<file path="config.mk">
export PLATFORM = sky130hd
export DESIGN_NAME = smcr_ctrl
export DESIGN_NICKNAME = d
export VERILOG_FILES = /design/src/design/smcr_pkg.sv /design/src/design/smcr_ctrl.sv
export SDC_FILE = /design/constraint.sdc
export NUM_CORES = 1
export LEC_CHECK = 0
export ABC_AREA = 1
export BUFFER_PORTS_ARGS = -buffer_cell sky130_fd_sc_hd__buf_2
export CAP_MARGIN = 10
export CORE_MARGIN = 5
export CORE_UTILIZATION = 36
export CTS_CLUSTER_SIZE = 25
export DETAILED_ROUTE_END_ITERATION = 7
export HOLD_SLACK_MARGIN = 0.02
export PLACE_DENSITY_LB_ADDON = 0.15
export SLEW_MARGIN = 0
export SYNTH_ARGS = -nofsm -noshare
export SYNTH_HDL_FRONTEND = slang
export SYNTH_SLANG_ARGS = --single-unit
</file>
<file path="constraint.sdc">
create_clock -name clk -period 1.2 [get_ports clk]
set_input_delay 0.18 -clock clk [delete_from_list [all_inputs] [get_ports clk]]
set_output_delay 0.18 -clock clk [all_outputs]
set_load 0.005 [all_outputs]
</file>
<file path="src/design/smcr_pkg.sv">
// Shared types and codes for the shell mark and compact-range block.
// No dependencies.
package smcr_pkg;

    typedef enum logic [2:0] {
        OP_WR_BASIS = 3'd0,
        OP_WR_ROW   = 3'd1,
        OP_WR_NBR   = 3'd2,
        OP_WR_ATOM  = 3'd3,
        OP_COMPUTE  = 3'd4,
        OP_RD_RUN   = 3'd5,
        OP_RD_SHELL = 3'd6,
        OP_NOP      = 3'd7
    } op_t;

    localparam logic [1:0] ST_OK      = 2'd0;
    localparam logic [1:0] ST_RANGE   = 2'd1;
    localparam logic [1:0] ST_NO_COMP = 2'd2;

    localparam logic [0:0] CFG_SHELL_COUNT = 1'd0;
    localparam logic [0:0] CFG_ATOM_COUNT  = 1'd1;

    typedef enum logic [4:0] {
        S_IDLE, S_DEC, S_CLR, S_ROW, S_ROW2, S_NB, S_NB2,
        S_AT, S_AT2, S_AS, S_AS2, S_AW, S_OFF, S_OFF2, S_RESP
    } state_t;

    typedef struct packed {
        logic take;
        logic do_write;
        logic rd_issue;
        logic clr_step;
        logic row_rd;
        logic row_load;
        logic rc_inc;
        logic nb_rd;
        logic nb_mark;
        logic at_rd;
        logic at_load;
        logic as_rd;
        logic as_acc;
        logic as_rewind;
        logic aw_write;
        logic ac_inc;
        logic off_init;
        logic off_rd;
        logic off_step;
        logic resp;
    } cmd_t;

    typedef struct packed {
        op_t  op;
        logic compute_bad;
        logic clr_last;
        logic row_done;
        logic pair_done;
        logic atom_done;
        logic scan_done;
        logic off_last;
        logic out_free;
    } sts_t;

endpackage

</file>
<file path="src/design/smcr_ctrl.sv">
// Sequencer for table writes, reads and the compute passes.
// Depends on smcr_pkg.
module smcr_ctrl (
    input  logic          clk,
    input  logic          rst_n,
    input  logic          in_valid,
    output logic          in_ready,
    input  smcr_pkg::sts_t sts,
    output smcr_pkg::cmd_t cmd
);
    import smcr_pkg::*;

    state_t state_reg;
    state_t state_next;

    always_ff @(posedge clk or negedge rst_n)
    begin
        if (!rst_n)
        begin
            state_reg <= S_IDLE;
        end
        else
        begin
            state_reg <= state_next;
        end
    end

    always_comb
    begin
        state_next = state_reg;
        unique case (state_reg)
            S_IDLE: if (in_valid) state_next = S_DEC;
            S_DEC:
            begin
                if (sts.op == OP_COMPUTE)
                    state_next = sts.compute_bad ? S_RESP : S_CLR;
                else
                    state_next = S_RESP;
            end
            S_CLR:  if (sts.clr_last) state_next = S_ROW;
            S_ROW:  state_next = sts.row_done ? S_AT : S_ROW2;
            S_ROW2: state_next = S_NB;
            S_NB:   state_next = sts.pair_done ? S_ROW : S_NB2;
            S_NB2:  state_next = S_NB;
            S_AT:   state_next = sts.atom_done ? S_OFF : S_AT2;
            S_AT2:  state_next = S_AS;
            S_AS:   state_next = sts.scan_done ? S_AW : S_AS2;
            S_AS2:  state_next = S_AS;
            S_AW:   if (sts.scan_done) state_next = S_AT;
            S_OFF:  state_next = S_OFF2;
            S_OFF2: state_next = sts.off_last ? S_RESP : S_OFF;
            S_RESP: if (sts.out_free) state_next = S_IDLE;
            default: state_next = S_IDLE;
        endcase
    end

    always_comb
    begin
        cmd = '0;
        in_ready = 1'b0;
        unique case (state_reg)
            S_IDLE:
            begin
                in_ready = 1'b1;
                cmd.take = in_valid;
            end
            S_DEC:
            begin
                cmd.do_write = 1'b1;
                cmd.rd_issue = 1'b1;
            end
            S_CLR:  cmd.clr_step = 1'b1;
            S_ROW:  cmd.row_rd = !sts.row_done;
            S_ROW2: cmd.row_load = 1'b1;
            S_NB:
            begin
                cmd.rc_inc = sts.pair_done;
                cmd.nb_rd  = !sts.pair_done;
            end
            S_NB2:  cmd.nb_mark = 1'b1;
            S_AT:
            begin
                cmd.off_init = sts.atom_done;
                cmd.at_rd    = !sts.atom_done;
            end
            S_AT2:  cmd.at_load = 1'b1;
            S_AS:
            begin
                cmd.as_rewind = sts.scan_done;
                cmd.as_rd     = !sts.scan_done;
            end
            S_AS2:  cmd.as_acc = 1'b1;
            S_AW:
            begin
                cmd.ac_inc   = sts.scan_done;
                cmd.aw_write = !sts.scan_done;
            end
            S_OFF:  cmd.off_rd = 1'b1;
            S_OFF2: cmd.off_step = 1'b1;
            S_RESP: cmd.resp = sts.out_free;
            default: cmd = '0;
        endcase
    end

endmodule

</file>
==> results of run 1 <==
[report_power, final]
part	switching [mW]	leakage, nW	internal [mW]
registers	0.168	0.0436	0.224
clock network	0.0580	0.0138	0.112
logic	0.936	0.561	0.781
total	1.16	0.618	1.12
[area by class of cell]
cell class | count | area share [%]
well taps | 15 | 1.95
clock buffers | 3 | 2.33
multi-input cells | 70 | 42.3
flip-flops and latches | 4 | 10.9
repair buffers | 51 | 32.7
inverters | 24 | 9.86
[logic make-up (layout without fill, tap and decap cells)]
family / after synthesis / in the layout / synth area share [%]
and+or+nand+nor: 63 / 63 / 53.8
AOI/OAI and AO/OA: 7 / 7 / 9.15
buffers and inverters: 25 / 78 / 18.3
DFF: 4 / 4 / 18.8
[cells in the final DEF (no fill, tap or decap)]
master          n
a21oi_1         1
o21bai_2        1
dlygate4sd3_1   1
clkbuf_4        3
nor2_2          6
nor3_2          2
nand2_1        21
nand3_1         8
nand2_4         1
inv_4           2
clkinv_1        1
o21ai_4         1
nor2_1         10
nor2_4          6
buf_6           4
o21ai_1         3
o21ai_2         1
nand2_2         7
inv_2           6
nand3_2         1
buf_2          34
buf_4          12
nor3_1          1
dfrtp_2         4
inv_1          15
[per-stage QoR]
step / utilization (%) / hold slack, ns / worst slack (ns)
after floorplan: - / -0.116 / 0.0211
after global placement: 59.6 / -0.0128 / -0.0279
after global routing: 71.5 / 0.313 / -0.282
after CTS: 67.9 / 0.266 / -0.222
final: 71.5 / 0.270 / -0.224
after detailed placement: 59.6 / -0.0135 / -0.0768
[per-layer routing]
layer	up-vias	track usage (%)	share of wire (%)	wire length, µm
li1	404	-	-	-
met1	355	17.0	37	747
met2	40	28.0	52	1030
met3	6	2.14	8.1	162
met4	0	8.52	2.7	54
met5	-	0	0	0
[worst max-delay path, stage by stage, from the launching register on]
cell     delay (ns)
dfrtp_2        0.46
nor2_2         0.17
buf_4          0.13
inv_1          0.04
nor2_1         0.09
buf_2          0.11
[what timing repair did]
action / in CTS / in global routing
gates resized for setup: 21 / 12
setup buffers: 3 / 1
hold buffers: 1 / 0
hold endpoints to repair: 4 / 0
cloned: 0 / 0
endpoints found under the setup margin: 25 / 25
pin swaps: 3 / 3
[worst min path at each step]
stage | endpoint | slack, ns
6_report | state_reg[1]$_DFFE_PN0P_ | 0.27
5_1_grt | state_reg[3]$_DFFE_PN0P_ | 0.31
4_1_cts | state_reg[3]$_DFFE_PN0P_ | 0.27
3_5_place_dp | state_reg[3]$_DFFE_PN0P_ | -0.01
3_3_place_gp | state_reg[3]$_DFFE_PN0P_ | -0.01
2_1_floorplan | state_reg[0]$_DFFE_PN0P_ | -0.12
==> flow_metrics.py, run 1 <==
metrics = {
    "run_status": {
        "status": "finished with violations",
        "violations": "negative setup slack",
    },
    "timing": {
        "clock_skew_ns": 0.00207,
        "setup_slack_ns": -0.224,
        "worst_pin_slew_ns": 0.200,
        "period_minus_slack_ns": 1.42,
        "relSlewSlack_pct": 86.6,
        "finalHoldViolCount": 0,
        "finalSetupViolCount": 25,
        "maxSlewViolCount": 0,
        "fin_crit_sh_pct": 119,
        "fin_setup_tns_ns": -4.17,
        "fmax_mhz": 702,
        "rsz0062_at_grt": "yes",
    },
    "global_routing": {
        "grt_use_total_pct": 15.5,
        "grt_max_degree": 7,
        "antenna_found_initial": 0,
        "grt_pass1_vias": 698,
        "grt_pass1_wl_um": 2980,
        "gr-total-overflow": 0,
    },
    "critical_path": {
        "crit_required_ns": 1.02,
        "r2r_cells": 7,
        "r2r-end": "state_reg[1]$_DFFE_PN0P_",
        "crit_start": "state_reg[0]$_DFFE_PN0P_",
        "cp-endpoint": "cmd[9]",
        "rrSetupSlack_ns": -0.10,
        "endpoint_kind": "primary output",
        "timing.rr.start": "state_reg[2]$_DFFE_PN0P_",
        "cp.arrival_ns": 1.24,
        "startpoint_type": "register",
        "cp_max_fo": 5,
        "worstSetupPathType": "reg2out",
    },
    "cts": {
        "cts_tree": "yes",
        "cts_buffers": 3,
        "numClockSinks": 4,
        "root_buffer": "clkbuf_4",
        "insertion_delay_ns": 0.24,
        "cts.clk_slew.worst_paths_ns": 0.04,
        "htreeDepth": 1,
        "clockBufferDepth": 2,
    },
    "routing": {
        "wl_um": 2000,
        "ant_nets": 0,
        "drt-pass1-iter-count": 4,
        "vias": 805,
        "vias_per_cell": 4.82,
        "drc_errors": 0,
        "wl_per_cell_um": 12.0,
        "drtIter0Drc": 33,
    },
    "place": {
        "gp_congestion": 0.809,
        "dpl_cell_area_um2": 805,
        "place_hpwl_um": 1500,
        "io_buffers": 34,
        "dp_cells": 159,
    },
    "synthesis": {
        "avgSynthCellArea_um2": 5.38,
        "synth.cell_area_um2": 533,
        "synth_area_leader_cell": "dfrtp_1",
        "synthesis.nets": 113,
        "synthCells": 99,
        "synth-seq-cells": 4,
        "ys.flop_type": "dfrtp_1",
        "yosysSeqAreaShare_pct": 18.8,
        "synthTopCellsByCount": "25 x nand2_1, 18 x inv_1, 18 x nor2_1",
        "ys_warn_count": 0,
        "synth_edf_count": 0,
        "yosysTopAreaCellShare_pct": 18.8,
        "synth.distinct_cells": 17,
        "yosysMostFrequentCell": "nand2_1",
        "async_flop_share_pct": 100,
        "synth.top_cells.by_area": "dfrtp_1 19%, nand2_1 18%, inv_1 13%",
    },
    "job": {
        "maxCapViolCount": 0,
    },
    "layout": {
        "drive_gt1_share_pct": 59.9,
        "final_cells": 167,
        "largest_register_ffs": 4,
        "nets": 168,
        "syn_to_final_growth_pct": 81.0,
        "multi_input_area_um2": 408,
        "fillers": 132,
        "antennaDiodeCount": 0,
        "regArea_um2": 105,
        "final_cell_area_um2": 965,
    },
    "hold_path": {
        "hp-class": "in2async",
    },
    "pwr": {
        "p_leak_nw": 0.618,
        "power.density_nw_per_um2": 2360,
        "total_power_mw": 2.28,
        "vdd_drop_max_v": 0.00143,
    },
    "floorplanning": {
        "ios": 35,
        "die-width_um": 48.5,
        "dieHeight_um": 48.5,
        "initial_utilization_pct": 39.5,
        "fp.coreArea_um2": 1350,
        "rows": 13,
        "fp.dieArea_um2": 2350,
    },
}
No activity file was read; power rests on OpenSTA's default activity.
==> run 2, diff against run 1 <==
--- a/config.mk
+++ b/config.mk
@@ -9,11 +9,12 @@
 export BUFFER_PORTS_ARGS = -buffer_cell sky130_fd_sc_hd__buf_2
 export CAP_MARGIN = 10
 export CORE_MARGIN = 5
-export CORE_UTILIZATION = 36
+export CORE_UTILIZATION = 38
+export CTS_BUF_LIST = sky130_fd_sc_hd__clkbuf_8
 export CTS_CLUSTER_SIZE = 25
 export DETAILED_ROUTE_END_ITERATION = 7
 export HOLD_SLACK_MARGIN = 0.02
-export PLACE_DENSITY_LB_ADDON = 0.15
+export PLACE_DENSITY = 0.83
 export SLEW_MARGIN = 0
 export SYNTH_ARGS = -nofsm -noshare
 export SYNTH_HDL_FRONTEND = slang
==> run 2 against run 1 <==
  * Highest routed layer unchanged
  * Core utilization increased by 6.3 points
  * Sequential power increased by 12%
  * Largest cell class unchanged
  * Largest power group unchanged
  * The run still ends with negative setup slack left
  * Global-route usage rose by 5.0 points
  * First-iteration DRC count increased by 55%
==> flow_metrics.py, run 2 (synthesized netlist as in run 1, its figures left out) <==
metrics = {
    "layout": {
        "final_common_cell": "buf_2",
        "final_cell_mix": "33 x buf_2, 18 x nand2_1, 13 x inv_1",
        "nets": 167,
        "drive_gt1_share_pct": 63.6,
        "largest_register_ffs": 4,
        "final_cells": 166,
        "antennaDiodeCount": 0,
        "post-route-util_pct": 77.8,
        "syn_to_final_growth_pct": 92.3,
        "final_cell_area_um2": 1020,
    },
    "routing": {
        "wl_per_cell_um": 15.3,
        "drt-pass1-iter-count": 5,
        "vias": 907,
        "ant_nets": 0,
        "drtIter0Drc": 51,
        "vias_per_cell": 5.46,
        "drc_errors": 0,
        "wl_um": 2540,
    },
    "place": {
        "gp_congestion": 0.802,
        "dp_cells": 154,
        "place_hpwl_um": 1430,
        "dpl_cell_area_um2": 767,
        "io_buffers": 34,
    },
    "hold_path": {
        "hp-class": "in2async",
    },
    "critical_path": {
        "cp.arrival_ns": 1.30,
        "cp_slowest_cell": "dfrtp_2",
        "crit_required_ns": 1.02,
        "cp.buffers_inverters": 1,
        "path_depth": 4,
        "worstSetupPathType": "reg2out",
        "r2r_cells": 10,
        "worst_path_largest_cell_delay_ns": 0.48,
        "endpoint_kind": "primary output",
        "cp_top_family": "flip-flops",
        "crit_chain": "nor2_4, nand2_2, nor2_1, buf_2",
        "cp_max_fo": 6,
        "startpoint_type": "register",
        "rrSetupSlack_ns": -0.16,
    },
    "floorplanning": {
        "die-width_um": 47.5,
        "fp.dieArea_um2": 2250,
        "ios": 35,
        "fp.coreArea_um2": 1320,
        "dieHeight_um": 47.5,
        "rows": 13,
        "initial_utilization_pct": 40.5,
    },
    "pwr": {
        "vdd_drop_max_v": 0.00157,
        "p_leak_nw": 0.634,
        "power.density_nw_per_um2": 2560,
    },
    "timing": {
        "fin_setup_tns_ns": -4.70,
        "maxSlewViolCount": 0,
        "period_minus_slack_ns": 1.48,
        "finalHoldViolCount": 0,
        "fin_crit_sh_pct": 124,
        "finalSetupViolCount": 25,
        "whs_ns": 0.289,
        "setup_slack_ns": -0.283,
        "worst_pin_slew_ns": 0.244,
        "fmax_mhz": 674,
        "rsz0062_at_grt": "yes",
        "relSlewSlack_pct": 83.7,
        "clock_skew_ns": 0.000818,
    },
    "global_routing": {
        "grt_use_total_pct": 20.5,
        "gr-total-overflow": 0,
        "grt_max_degree": 7,
        "antenna_found_initial": 0,
        "grt_pass1_wl_um": 3220,
        "grt_pass1_vias": 770,
    },
    "cts": {
        "cts_tree": "yes",
        "insertion_delay_ns": 0.22,
        "cts.clk_slew.worst_paths_ns": 0.03,
        "root_buffer": "clkbuf_8",
        "cts_buffers": 3,
        "htreeDepth": 1,
        "numClockSinks": 4,
        "clockBufferDepth": 2,
    },
    "run_status": {
        "violations": "negative setup slack",
        "status": "finished with violations",
    },
    "job": {
        "maxCapViolCount": 0,
    },
}
==> run 2: worst paths after layout <==
kind                                     startpoint                        to
max in group asynchronous                     rst_n  state_reg[0]$_DFFE_PN0P_
min reg2reg                state_reg[1]$_DFFE_PN0P_  state_reg[1]$_DFFE_PN0P_
max reg2reg                state_reg[3]$_DFFE_PN0P_  state_reg[0]$_DFFE_PN0P_
max                        state_reg[2]$_DFFE_PN0P_                    cmd[4]
min in group clk                             sts[7]  state_reg[3]$_DFFE_PN0P_
min                                           rst_n  state_reg[3]$_DFFE_PN0P_
==> run 2: cell type report <==
class / instances / area [µm²]
clock buffers: 3 / 41.3
well taps: 15 / 18.8
multi-input cells: 70 / 452
flip-flops and latches: 4 / 105
fillers: 89 / 293
repair buffers: 50 / 310
inverters: 24 / 97.6
==> run 2: repair_timing <==
item,4_1_cts,5_1_grt
setup endpoints to repair,25,25
resized for setup,23,22
hold endpoints to repair,4,0
setup buffers,4,4
hold buffers,1,0
pin swaps,12,10
==> run 2: metrics by stage <==
stage,total power [mW],setup slack [ns]
after floorplan,1.16,0.0211
after detailed placement,1.60,-0.0680
after global routing,2.78,-0.298
after global placement,1.56,-0.0269
final,2.62,-0.283
after CTS,2.17,-0.182
==> run 2: power breakdown <==
group	switching [mW]	leakage, nW	internal, mW
clock	0.0780	0.0216	0.215
sequential	0.214	0.0436	0.223
combinational	1.08	0.569	0.810
==> run 2: routing by layer <==
layer	vias up	global-route usage, %	routed length (µm)
met5	-	0	0
met4	0	17.7	176
met3	26	3.38	247
met2	71	37.7	1260
met1	407	19.4	853
li1	403	-	-
